**src/hw/rtl/positional_pid_integral_separation_defines.svh**
```systemverilog
// Assertion macros shared by the PID datapath modules.
`ifndef POSITIONAL_PID_INTEGRAL_SEPARATION_DEFINES_SVH
`define POSITIONAL_PID_INTEGRAL_SEPARATION_DEFINES_SVH

`ifndef ASSERT_OFF
// Checked at every rising edge outside reset.
`define PPIS_ASSERT(lbl, clk, rst_n, prop, msg) \
  lbl: assert property (@(posedge clk) disable iff (!rst_n) (prop)) else $error(msg);
// Checked at every rising edge, reset included.
`define PPIS_ASSERT_ALWAYS(lbl, clk, prop, msg) \
  lbl: assert property (@(posedge clk) (prop)) else $error(msg);
`else
`define PPIS_ASSERT(lbl, clk, rst_n, prop, msg)
`define PPIS_ASSERT_ALWAYS(lbl, clk, prop, msg)
`endif

`endif

```
**src/hw/rtl/ppis_pkg.sv**
```systemverilog
`default_nettype none

package ppis_pkg;

  localparam int unsigned CfgIdxW = 3;

  localparam logic [CfgIdxW-1:0] REG_GAIN_P           = 3'd0;
  localparam logic [CfgIdxW-1:0] REG_GAIN_I           = 3'd1;
  localparam logic [CfgIdxW-1:0] REG_GAIN_D           = 3'd2;
  localparam logic [CfgIdxW-1:0] REG_INTEGRATE_WINDOW = 3'd3;
  localparam logic [CfgIdxW-1:0] REG_INTEGRAL_LIMIT   = 3'd4;

  localparam logic [15:0] GAIN_P_RST           = 16'd256;
  localparam logic [15:0] GAIN_I_RST           = 16'd0;
  localparam logic [15:0] GAIN_D_RST           = 16'd0;
  localparam logic [15:0] INTEGRATE_WINDOW_RST = 16'd100;
  localparam logic [15:0] INTEGRAL_LIMIT_RST   = 16'd4000;

  typedef struct packed {
    logic signed [15:0] gain_p;
    logic signed [15:0] gain_i;
    logic signed [15:0] gain_d;
    logic [15:0]        integrate_window;
    logic [15:0]        integral_limit;
  } cfg_t;

  // Operands handed from the error stage to the multiply-accumulate stage.
  typedef struct packed {
    logic signed [16:0] err;
    logic signed [17:0] integ;
    logic signed [17:0] deriv;
  } operand_t;

endpackage

`default_nettype wire

```
**src/hw/rtl/positional_pid_integral_separation.sv**
```systemverilog
// Positional PID controller with integral separation and integral clamp.
// Each input word carries a measured value and a target; the block forms
// error = measured - target, adds it to the integral only while |error| is
// strictly below integrate_window (clamping to +/- integral_limit), and
// returns drive = (Kp*e + Ki*integral + Kd*(e - previous e)) >> 8 with Q8.8
// gains and floor rounding. One word is accepted every cycle unless a result
// stalls on m_tready. The accepting edge loads the input register; the error
// stage and then the multiply-accumulate stage register the word before its
// result is offered. The rate is set by the integral and previous error
// loop, which closes through the error stage's own registers. Gains and
// thresholds are written through the configuration channel, which is always
// ready, and should be changed only while no word is in flight.
`default_nettype none

module positional_pid_integral_separation (
  input  wire logic                         clk_i,
  input  wire logic                         rst_ni,
  input  wire logic                         s_tvalid,
  output logic                              s_tready,
  input  wire logic [31:0]                  s_tdata,  // measured [15:0], target [31:16]
  output logic                              m_tvalid,
  input  wire logic                         m_tready,
  output logic [31:0]                       m_tdata,  // drive [31:0]
  input  wire logic                         cfg_valid_i,
  output logic                              cfg_ready_o,
  input  wire logic [ppis_pkg::CfgIdxW-1:0] cfg_index_i,
  input  wire logic [15:0]                  cfg_data_i
);

  ppis_pkg::cfg_t     cfg;
  ppis_pkg::operand_t op;
  logic               op_valid, op_ready;

  ppis_cfg_regs u_cfg (
    .clk_i       (clk_i),
    .rst_ni      (rst_ni),
    .cfg_valid_i (cfg_valid_i),
    .cfg_ready_o (cfg_ready_o),
    .cfg_index_i (cfg_index_i),
    .cfg_data_i  (cfg_data_i),
    .cfg_o       (cfg)
  );

  ppis_error_stage u_err (
    .clk_i      (clk_i),
    .rst_ni     (rst_ni),
    .cfg_i      (cfg),
    .in_valid_i (s_tvalid),
    .in_ready_o (s_tready),
    .measured_i ($signed(s_tdata[15:0])),
    .target_i   ($signed(s_tdata[31:16])),
    .op_valid_o (op_valid),
    .op_ready_i (op_ready),
    .op_o       (op)
  );

  ppis_mac_stage u_mac (
    .clk_i       (clk_i),
    .rst_ni      (rst_ni),
    .cfg_i       (cfg),
    .op_valid_i  (op_valid),
    .op_ready_o  (op_ready),
    .op_i        (op),
    .res_valid_o (m_tvalid),
    .res_ready_i (m_tready),
    .drive_o     (m_tdata)
  );

endmodule

`default_nettype wire

```
**src/hw/rtl/ppis_cfg_regs.sv**
```systemverilog
`default_nettype none

module ppis_cfg_regs (
  input  wire logic                        clk_i,
  input  wire logic                        rst_ni,
  input  wire logic                        cfg_valid_i,
  output logic                             cfg_ready_o,
  input  wire logic [ppis_pkg::CfgIdxW-1:0] cfg_index_i,
  input  wire logic [15:0]                 cfg_data_i,
  output ppis_pkg::cfg_t                   cfg_o
);

  ppis_pkg::cfg_t cfg_q, cfg_d;

  assign cfg_ready_o = 1'b1;

  always_comb begin
    cfg_d = cfg_q;
    if (cfg_valid_i) begin
      unique case (cfg_index_i)
        ppis_pkg::REG_GAIN_P:           cfg_d.gain_p           = cfg_data_i;
        ppis_pkg::REG_GAIN_I:           cfg_d.gain_i           = cfg_data_i;
        ppis_pkg::REG_GAIN_D:           cfg_d.gain_d           = cfg_data_i;
        ppis_pkg::REG_INTEGRATE_WINDOW: cfg_d.integrate_window = cfg_data_i;
        ppis_pkg::REG_INTEGRAL_LIMIT:   cfg_d.integral_limit   = cfg_data_i;
        default: ;
      endcase
    end
  end

  always_ff @(posedge clk_i or negedge rst_ni) begin
    if (!rst_ni) begin
      cfg_q.gain_p           <= ppis_pkg::GAIN_P_RST;
      cfg_q.gain_i           <= ppis_pkg::GAIN_I_RST;
      cfg_q.gain_d           <= ppis_pkg::GAIN_D_RST;
      cfg_q.integrate_window <= ppis_pkg::INTEGRATE_WINDOW_RST;
      cfg_q.integral_limit   <= ppis_pkg::INTEGRAL_LIMIT_RST;
    end else begin
      cfg_q <= cfg_d;
    end
  end

  assign cfg_o = cfg_q;

endmodule

`default_nettype wire

```
**src/hw/rtl/ppis_error_stage.sv**
```systemverilog
`default_nettype none

`include "positional_pid_integral_separation_defines.svh"

module ppis_error_stage (
  input  wire logic              clk_i,
  input  wire logic              rst_ni,
  input  wire ppis_pkg::cfg_t    cfg_i,
  input  wire logic              in_valid_i,
  output logic                   in_ready_o,
  input  wire logic signed [15:0] measured_i,
  input  wire logic signed [15:0] target_i,
  output logic                   op_valid_o,
  input  wire logic              op_ready_i,
  output ppis_pkg::operand_t     op_o
);

  logic               in_valid_q;
  logic signed [15:0] meas_q, targ_q;
  logic               op_valid_q;
  ppis_pkg::operand_t op_q, op_d;
  logic signed [17:0] integral_q, integral_d;
  logic signed [16:0] prev_q;

  logic               op_adv;
  logic               in_ready;
  logic signed [16:0] err;
  logic signed [17:0] err_x, win_x;
  logic               in_window;
  logic signed [18:0] sum, lim;

  function automatic logic signed [16:0] measured_ext(input logic signed [15:0] v);
    measured_ext = 17'(v);
  endfunction

  assign op_adv   = !op_valid_q || op_ready_i;
  assign in_ready = !in_valid_q || op_adv;

  // Error, windowed integration with clamp, and the derivative difference.
  always_comb begin
    err       = 17'(measured_ext(meas_q)) - 17'(measured_ext(targ_q));
    err_x     = 18'(err);
    win_x     = $signed({2'b00, cfg_i.integrate_window});
    in_window = (err_x < win_x) && (err_x > -win_x);
    sum       = 19'(integral_q) + 19'(err);
    lim       = $signed({3'b000, cfg_i.integral_limit});
    integral_d = integral_q;
    if (in_window) begin
      if (sum > lim) begin
        integral_d = lim[17:0];
      end else if (sum < -lim) begin
        integral_d = 18'(-lim);
      end else begin
        integral_d = sum[17:0];
      end
    end
    op_d.err   = err;
    op_d.integ = integral_d;
    op_d.deriv = err_x - 18'(prev_q);
  end

  always_ff @(posedge clk_i or negedge rst_ni) begin
    if (!rst_ni) begin
      in_valid_q <= 1'b0;
      op_valid_q <= 1'b0;
      integral_q <= '0;
      prev_q     <= '0;
    end else begin
      if (in_ready) begin
        in_valid_q <= in_valid_i;
      end
      if (op_adv) begin
        op_valid_q <= in_valid_q;
        if (in_valid_q) begin
          integral_q <= integral_d;
          prev_q     <= err;
        end
      end
    end
  end

  always_ff @(posedge clk_i) begin
    if (in_ready && in_valid_i) begin
      meas_q <= measured_i;
      targ_q <= target_i;
    end
    if (op_adv && in_valid_q) begin
      op_q <= op_d;
    end
  end

  assign in_ready_o = in_ready;
  assign op_valid_o = op_valid_q;
  assign op_o       = op_q;

  // The clamp keeps the stored integral within the largest possible limit.
  `PPIS_ASSERT(integ_bound_a, clk_i, rst_ni,
    (integral_q <= 18'sd65535) && (integral_q >= -18'sd65535),
    "stored integral outside the clamp range")
  // The error handed on becomes the previous error for the next word.
  `PPIS_ASSERT(prev_track_a, clk_i, rst_ni,
    op_adv && in_valid_q |=> prev_q == op_q.err,
    "previous error does not follow the issued operand")
  // A stalled operand freezes the controller state.
  `PPIS_ASSERT(stall_hold_a, clk_i, rst_ni,
    op_valid_q && !op_ready_i |=> $stable(integral_q) && $stable(prev_q) && $stable(op_q),
    "controller state moved while the operand was stalled")

endmodule

`default_nettype wire

```
**src/hw/rtl/ppis_mac_stage.sv**
```systemverilog
`default_nettype none

`include "positional_pid_integral_separation_defines.svh"

module ppis_mac_stage (
  input  wire logic          clk_i,
  input  wire logic          rst_ni,
  input  wire ppis_pkg::cfg_t cfg_i,
  input  wire logic          op_valid_i,
  output logic               op_ready_o,
  input  wire ppis_pkg::operand_t op_i,
  output logic               res_valid_o,
  input  wire logic          res_ready_i,
  output logic [31:0]        drive_o
);

  logic               res_valid_q;
  logic [31:0]        drive_q, drive_d;
  logic               res_ready;
  logic signed [32:0] prod_p;
  logic signed [33:0] prod_i, prod_d;
  logic signed [35:0] acc;

  assign res_ready = !res_valid_q || res_ready_i;

  assign prod_p = $signed(cfg_i.gain_p) * $signed(op_i.err);
  assign prod_i = $signed(cfg_i.gain_i) * $signed(op_i.integ);
  assign prod_d = $signed(cfg_i.gain_d) * $signed(op_i.deriv);
  assign acc    = 36'(prod_p) + 36'(prod_i) + 36'(prod_d);

  // The sum stays below 2^34 in magnitude, so after the Q8.8 floor shift it
  // always fits the signed 32-bit drive and no saturation is needed.
  assign drive_d = {{4{acc[35]}}, acc[35:8]};

  always_ff @(posedge clk_i or negedge rst_ni) begin
    if (!rst_ni) begin
      res_valid_q <= 1'b0;
    end else if (res_ready) begin
      res_valid_q <= op_valid_i;
    end
  end

  always_ff @(posedge clk_i) begin
    if (res_ready && op_valid_i) begin
      drive_q <= drive_d;
    end
  end

  assign op_ready_o  = res_ready;
  assign res_valid_o = res_valid_q;
  assign drive_o     = drive_q;

  `PPIS_ASSERT(res_hold_a, clk_i, rst_ni,
    res_valid_q && !res_ready_i |=> res_valid_q && $stable(drive_q),
    "pending result changed before it was taken")
  `PPIS_ASSERT(res_load_a, clk_i, rst_ni,
    op_valid_i && res_ready |=> res_valid_q && drive_q == $past(drive_d),
    "operand accepted but result not loaded")
  `PPIS_ASSERT(res_drain_a, clk_i, rst_ni,
    !op_valid_i && res_ready |=> !res_valid_q,
    "result register holds a word that was never issued")

endmodule

`default_nettype wire
```
**config.mk**
```make
export PLATFORM = sky130hd
export DESIGN_NAME = positional_pid_integral_separation
export DESIGN_NICKNAME = d
export VERILOG_FILES = /design/src/hw/rtl/ppis_pkg.sv /design/src/hw/rtl/positional_pid_integral_separation.sv /design/src/hw/rtl/ppis_cfg_regs.sv /design/src/hw/rtl/ppis_error_stage.sv /design/src/hw/rtl/ppis_mac_stage.sv
export VERILOG_INCLUDE_DIRS = /design/src /design/src/hw/rtl
export SDC_FILE = /design/constraint.sdc
export NUM_CORES = 2
export LEC_CHECK = 0
export BUFFER_PORTS_ARGS = -buffer_cell sky130_fd_sc_hd__buf_4
export CORE_MARGIN = 1
export CORE_UTILIZATION = 63
export DETAILED_ROUTE_END_ITERATION = 8
export GPL_TIMING_DRIVEN = 0
export PLACE_DENSITY = 0.8
export SETUP_SLACK_MARGIN = 0.5
export SYNTH_ARGS = -nofsm -noshare
export SYNTH_HDL_FRONTEND = slang
export SYNTH_HIERARCHICAL = 1
export SYNTH_SLANG_ARGS = --single-unit
```
**constraint.sdc**
```tcl
create_clock -name clk_i -period 17.8 [get_ports clk_i]
set_clock_uncertainty 0.05 [all_clocks]
set_input_delay 3.56 -clock clk_i [delete_from_list [all_inputs] [get_ports clk_i]]
set_output_delay 3.56 -clock clk_i [all_outputs]
set_load 0.05 [all_outputs]
```
* Yosys cells after proc, flatten, opt, wreduce, memory -nomap -nowiden
Index checks and enable logic that the tools add are counted.
** Storage, ports and cells
- Register bits after elaboration :: 231
- Memories kept :: 0
- RAM bits :: 0
- Latch bits :: 0
- Memory bits (read-only) :: 0
** Cells by class
- Bitwise gates (word level) :: 0
- Multipliers :: 3
- Shift operators :: 0
- Equal/unequal tests :: 4
- Multiplexer cells :: 3
- Reduce and logical (&&, ||, !) cells :: 17
- Order comparisons :: 4
- Div/mod/pow operators :: 0
- Add/sub/neg operators :: 7
** Operator list (count)
- 16-bit by 18-bit multiplier with 34-bit output :: 2
- 18-bit two-way mux :: 3
- 35-bit by 34-bit adder with 36-bit output :: 1
- 33-bit by 34-bit adder with 35-bit output :: 1
- 16-bit by 17-bit multiplier with 33-bit output :: 1
- 18-bit by 17-bit adder with 19-bit output :: 1
- 19-bit by 17-bit > comparator with 1-bit output :: 1
- 19-bit < comparator :: 1
- 16-bit negator with 19-bit output :: 1
- 17-bit by 18-bit > comparator with 1-bit output :: 1
- 16-bit negator with 18-bit output :: 1
- 17-bit by 17-bit subtractor with 18-bit output :: 1
- 17-bit < comparator :: 1
- 16-bit by 16-bit subtractor with 17-bit output :: 1
- 2-bit AND reduction :: 6
- 3-bit by 2-bit equality test with 1-bit output, second input constant :: 2
- 1-bit logical AND :: 4
- 3-bit by 1-bit equality test with 1-bit output, second input constant :: 1
- 3-bit equality test, second input constant :: 1
- 1-bit zero test :: 3
- 3-bit zero test :: 1
- 1-bit logical OR :: 3

* Longest topological paths before layout
- Depth in word-level cells :: 6
- Depth in mapped cells :: 32
- Mapped depth without buffers :: 30

* Cells and area by module
The synthesis kept the hierarchy.
** Modules (own cells, without submodules)
- ppis_mac_stage :: area each 33629.8 µm², cells each 3461, instances 1
- ppis_error_stage :: area each 9161.3 µm², cells each 897, instances 1
- ppis_cfg_regs :: area each 3074.2 µm², cells each 175, instances 1

* Worst setup path before layout
Ideal clock, no wire load.
- Path kind :: register to register
- Start point :: register u_err.op_q (netlist bit u_err/op_o[17])
- End point :: register u_mac.drive_q[24] (netlist: u_mac/drive_o[24]), data pin
- Slack :: 9.790 ns
- Arrival :: 7.700 ns
- Path buffers :: 1
- Setup time :: 0.260 ns
- Cell stages (with the launch flop) :: 26
- Clock period less this slack :: 8.010 ns
- Path through :: edfxtp_1 clkbuf_1 nand2_1 fa_1 fa_1 inv_1 fa_1 inv_1 fa_1 inv_1 fa_1 fa_1 fa_1 fa_1 inv_1 fa_1 inv_1 ha_1 a21oi_1 o21ai_1 nor4_1 o21ai_1 a31o_2 and2_1 a31o_1 xor2_1
** On the way
- Word-level cells in the longest chain between the ends :: 2
** RTL lines
- from (decl) :: line ppis_error_stage.sv:21 : ppis_pkg::operand_t op_q, op_d;
- from (signal assigned) :: line ppis_error_stage.sv:88 : op_q <= op_d;
- 16-bit by 18-bit multiplier with 34-bit output :: line ppis_mac_stage.sv:28 : assign prod_d = $signed(cfg_i.gain_d) * $signed(op_i.deriv);
- 35-bit by 34-bit adder with 36-bit output :: line ppis_mac_stage.sv:29 : assign acc = 36'(prod_p) + 36'(prod_i) + 36'(prod_d);
- net u_mac.acc[32] :: line ppis_mac_stage.sv:22 : logic signed [35:0] acc;
- to (signal assigned) :: line ppis_mac_stage.sv:45 : drive_q <= drive_d;
- to (decl) :: line ppis_mac_stage.sv:18 : logic [31:0] drive_q, drive_d;
The timed path passes the listed nets, and every way through them passes these cells.
A chain may end at the register's enable or synchronous reset.

* Final worst setup path
- Start point :: register u_err.op_q (netlist bit u_err/op_o[17])
- End point :: register u_mac.drive_q[21] (netlist: u_mac/drive_o[21]), data pin
Same word-level chain as after synthesis.

==> results.md <==
* Status: finished clean
* Final setup TNS at 0 ns
* Crit end category: register
* Worst Hold Class: register to register
* Drt pass-1 iters at 6
* Inst Count DP at between 5k and 6k
* First-pass GRT wire length at approximately 190000 um
* CTS H-Tree Depth at 1
* Final setup fails at 0
* Design area at 48800 sq um
* # DRC at 0
* Synth top area share at 44.2%
* Synth-to-Final Area Change at 6.30%
* Final hold violation count at 0
* WHS Path Cells at 1
* Clock transition at the registers of the reported paths at 0.06 ns
* Antenna Violating Nets Remaining at 0
* Die width at roughly 270 um
* Critical path data arrival time at approximately 10 ns
* Hold buffer count at CTS at 0
* Min Tclk post-route at 9.92 ns
* Max_cap viols at 0
* Initial Util at 63.9%
* WP data required at 18.08 ns
* Final RePlAce weighted congestion at between 1 and 1.5
* Post-route insts no fill at 5636
* Dpl ws at 7.99 ns
* Slew headroom at between 15 and 20%
* Total wire length at 123000 um
* Gate Count Post-Synth at 4533
* Top FF cell, synth: edfxtp_1
* Sequential area share after synthesis at 13.9%
* RSZ-0062 raised after global routing: no
* R2R depth at 25
* Initial DRC Count at 2230
* Clock sinks at about 230
* Synthesized net count at 5922
* Largest net degree at the start of global routing at 70
* Area leader, netlist: fa_1
* CTS root buf: clkbuf_16
* CTS tree: done
* Maximum clock insertion buffer count at 3
* Netlist cell types at 82
* Boundary Pins at slightly above 90
* Hpwl dp at ~110000 um
* Proportion of layout cells with a drive suffix above 1 at under 10%
* CP startpoint kind: register
* Setup ws final at slightly below 8 ns
* Resized cells post-CTS at 0
* Final Net Count at 6045
* I/O Buffers at 89
* Postcts setup bufs at 0
* Vias/cell at 5.61
* Crit Path Category: register to register
* Syn Area/Cell at 10.1 sq um
* DIE AREA at 73900 sq um
* Total track usage at 34.8%
* Worst-path fanout max at 15
* CTS Buf Count at 29
* Initial antenna violation count at 4
* Area contributors post-synth: fa_1 (44%), inv_1 (9.8%), ha_1 (8.8%), edfxtp_1 (7.4%), dfrtp_1 (5.9%)
* Ys async rst share at 51.1%
* Die Y at around 270 um
* Routed len/inst at 21.8 um
* Synth Cell Area at 45900 sq um
* Via count at 31.6k
* Placed inst area at ~48000 sq um
* GRT Residual Overflow at 0
* Post-synth EDFFs at between 100 and 150
* Site Rows at 98
* Vias in the first global route at roughly 35k
* Slew @ Worst Pin at 1.26 ns
* Final Slew Violations at 0
* Tcrit/Tclk final at 55.7%
* Warnings from Yosys at 6
* Yosys reg bits at approximately 230
* Std-Cell Core Area at 71700 sq um
* Worst skew pair latency at 0.61 ns
* Max Fclk at 0.101 GHz
## cell usage after synthesis, types with 10 or more instances
master / n
a21o_1: 23
a21oi_1: 66
and2_1: 422
clkbuf_1: 117
dfrtp_1: 108
dfstp_2: 10
edfxtp_1: 113
fa_1: 1012
ha_1: 321
inv_1: 1195
mux2_2: 120
mux2i_1: 23
nand2_1: 441
nand2b_1: 48
nand3_1: 19
nand4_1: 24
nor2_1: 68
nor2b_1: 41
nor3_1: 20
nor4_1: 14
o21a_1: 11
o21ai_0: 47
xnor2_1: 84
xor2_1: 23
## layer usage
metal / wire length, um / up-vias / GRT usage, % / share of wire [%]
li1: - / 13700 / - / -
met4: 6910 / 2 / 17.0 / 5.6
met3: 11100 / 384 / 7.32 / 9.1
met5: 13 / - / 0 / 0.011
met2: 57800 / 1503 / 57.0 / 47
met1: 46800 / 16000 / 44.4 / 38
## cell families (layout without fill, tap and decap cells)
group | Yosys count | after routing | share of synthesized area [%]
fa+ha+maj | 1333 | 1333 | 52.9
flops | 231 | 231 | 13.9
simple gates | 1132 | 1132 | 12.7
mux | 145 | 145 | 3.51
other cells | 1 | 8 | 0.00818
buf+inv | 1330 | 1476 | 11.1
compound gates | 254 | 254 | 3.84
xor+xnor | 107 | 107 | 2.04
## placed cells by master (no fill, tap or decap), drive strengths merged, types with 24 or more instances in the layout
cell type and count:
nor2 69, o21ai 55, nand4 24, ha 321
and2 422, dfrtp 108, nor2b 41, fa 1012
inv 1205, mux2 122, nand2 441, clkbuf 151
nand2b 48, xnor2 84, buf 109, a21oi 68
edfxtp 113
## final timing paths
check                                      start                end  slack, ns
worst max-delay path              u_err/op_o[17]  u_mac/drive_o[21]       7.88
worst max register to register    u_err/op_o[17]  u_mac/drive_o[21]       7.88
worst min register to register  u_err/in_valid_q   u_err/op_valid_o       0.43
max in group asynchronous                 rst_ni    u_cfg/cfg_o[59]      14.09
worst min-delay path            u_err/in_valid_q   u_err/op_valid_o       0.43
min in group asynchronous                 rst_ni     u_cfg/cfg_o[1]       2.86
## registers in the layout (all words and copies together) (netlist names)
name / flops
u_err/integral_q: 18
u_err/in_valid_q: 1
u_err/targ_q: 16
u_err/op_o: 53
u_err/prev_q: 17
u_err/op_valid_o: 1
u_err/meas_q: 16
u_mac/drive_o: 28
u_mac/res_valid_o: 1
u_cfg/cfg_o: 80
## per-stage QoR
stage / util, % / hold WS, ns
floorplan: - / 0.399
global placement: 66.5 / 0.413
detailed placement: 66.6 / 0.426
CTS: 67.9 / 0.438
global route: 67.9 / 0.456
finish: 68.0 / 0.433
## critical path, stage by stage (launching register included)
cell,delay (ns)
edfxtp_1,0.61
clkbuf_1,0.51
nand2_1,0.76
fa_1,0.74
fa_1,0.55
inv_1,0.05
fa_1,0.55
inv_1,0.08
fa_1,0.54
inv_1,0.05
fa_1,0.51
fa_1,0.62
fa_1,0.46
fa_1,0.49
inv_1,0.05
fa_1,0.51
inv_1,0.05
ha_1,0.33
a21oi_1,0.20
o21ai_1,0.15
nor4_1,0.28
o21ai_1,0.41
a31oi_1,0.56
o21ai_1,0.22
a21oi_2,0.20
xnor2_1,0.08
## final cells by class
cell class / count / area (sq um)
antenna: 7 / 17.5
buffer: 135 / 587
clock buffer: 33 / 772
clock inverter: 21 / 161
fill: 5474 / 23000
inverter: 1195 / 4490
multi-input combinational: 2972 / 34400
sequential: 231 / 6360
tap: 950 / 1190
timing repair buffer: 92 / 747
Power is left out: the tool's default activity adds up to more than one toggle a clock period on the data nets, which glitch-free logic cannot reach.
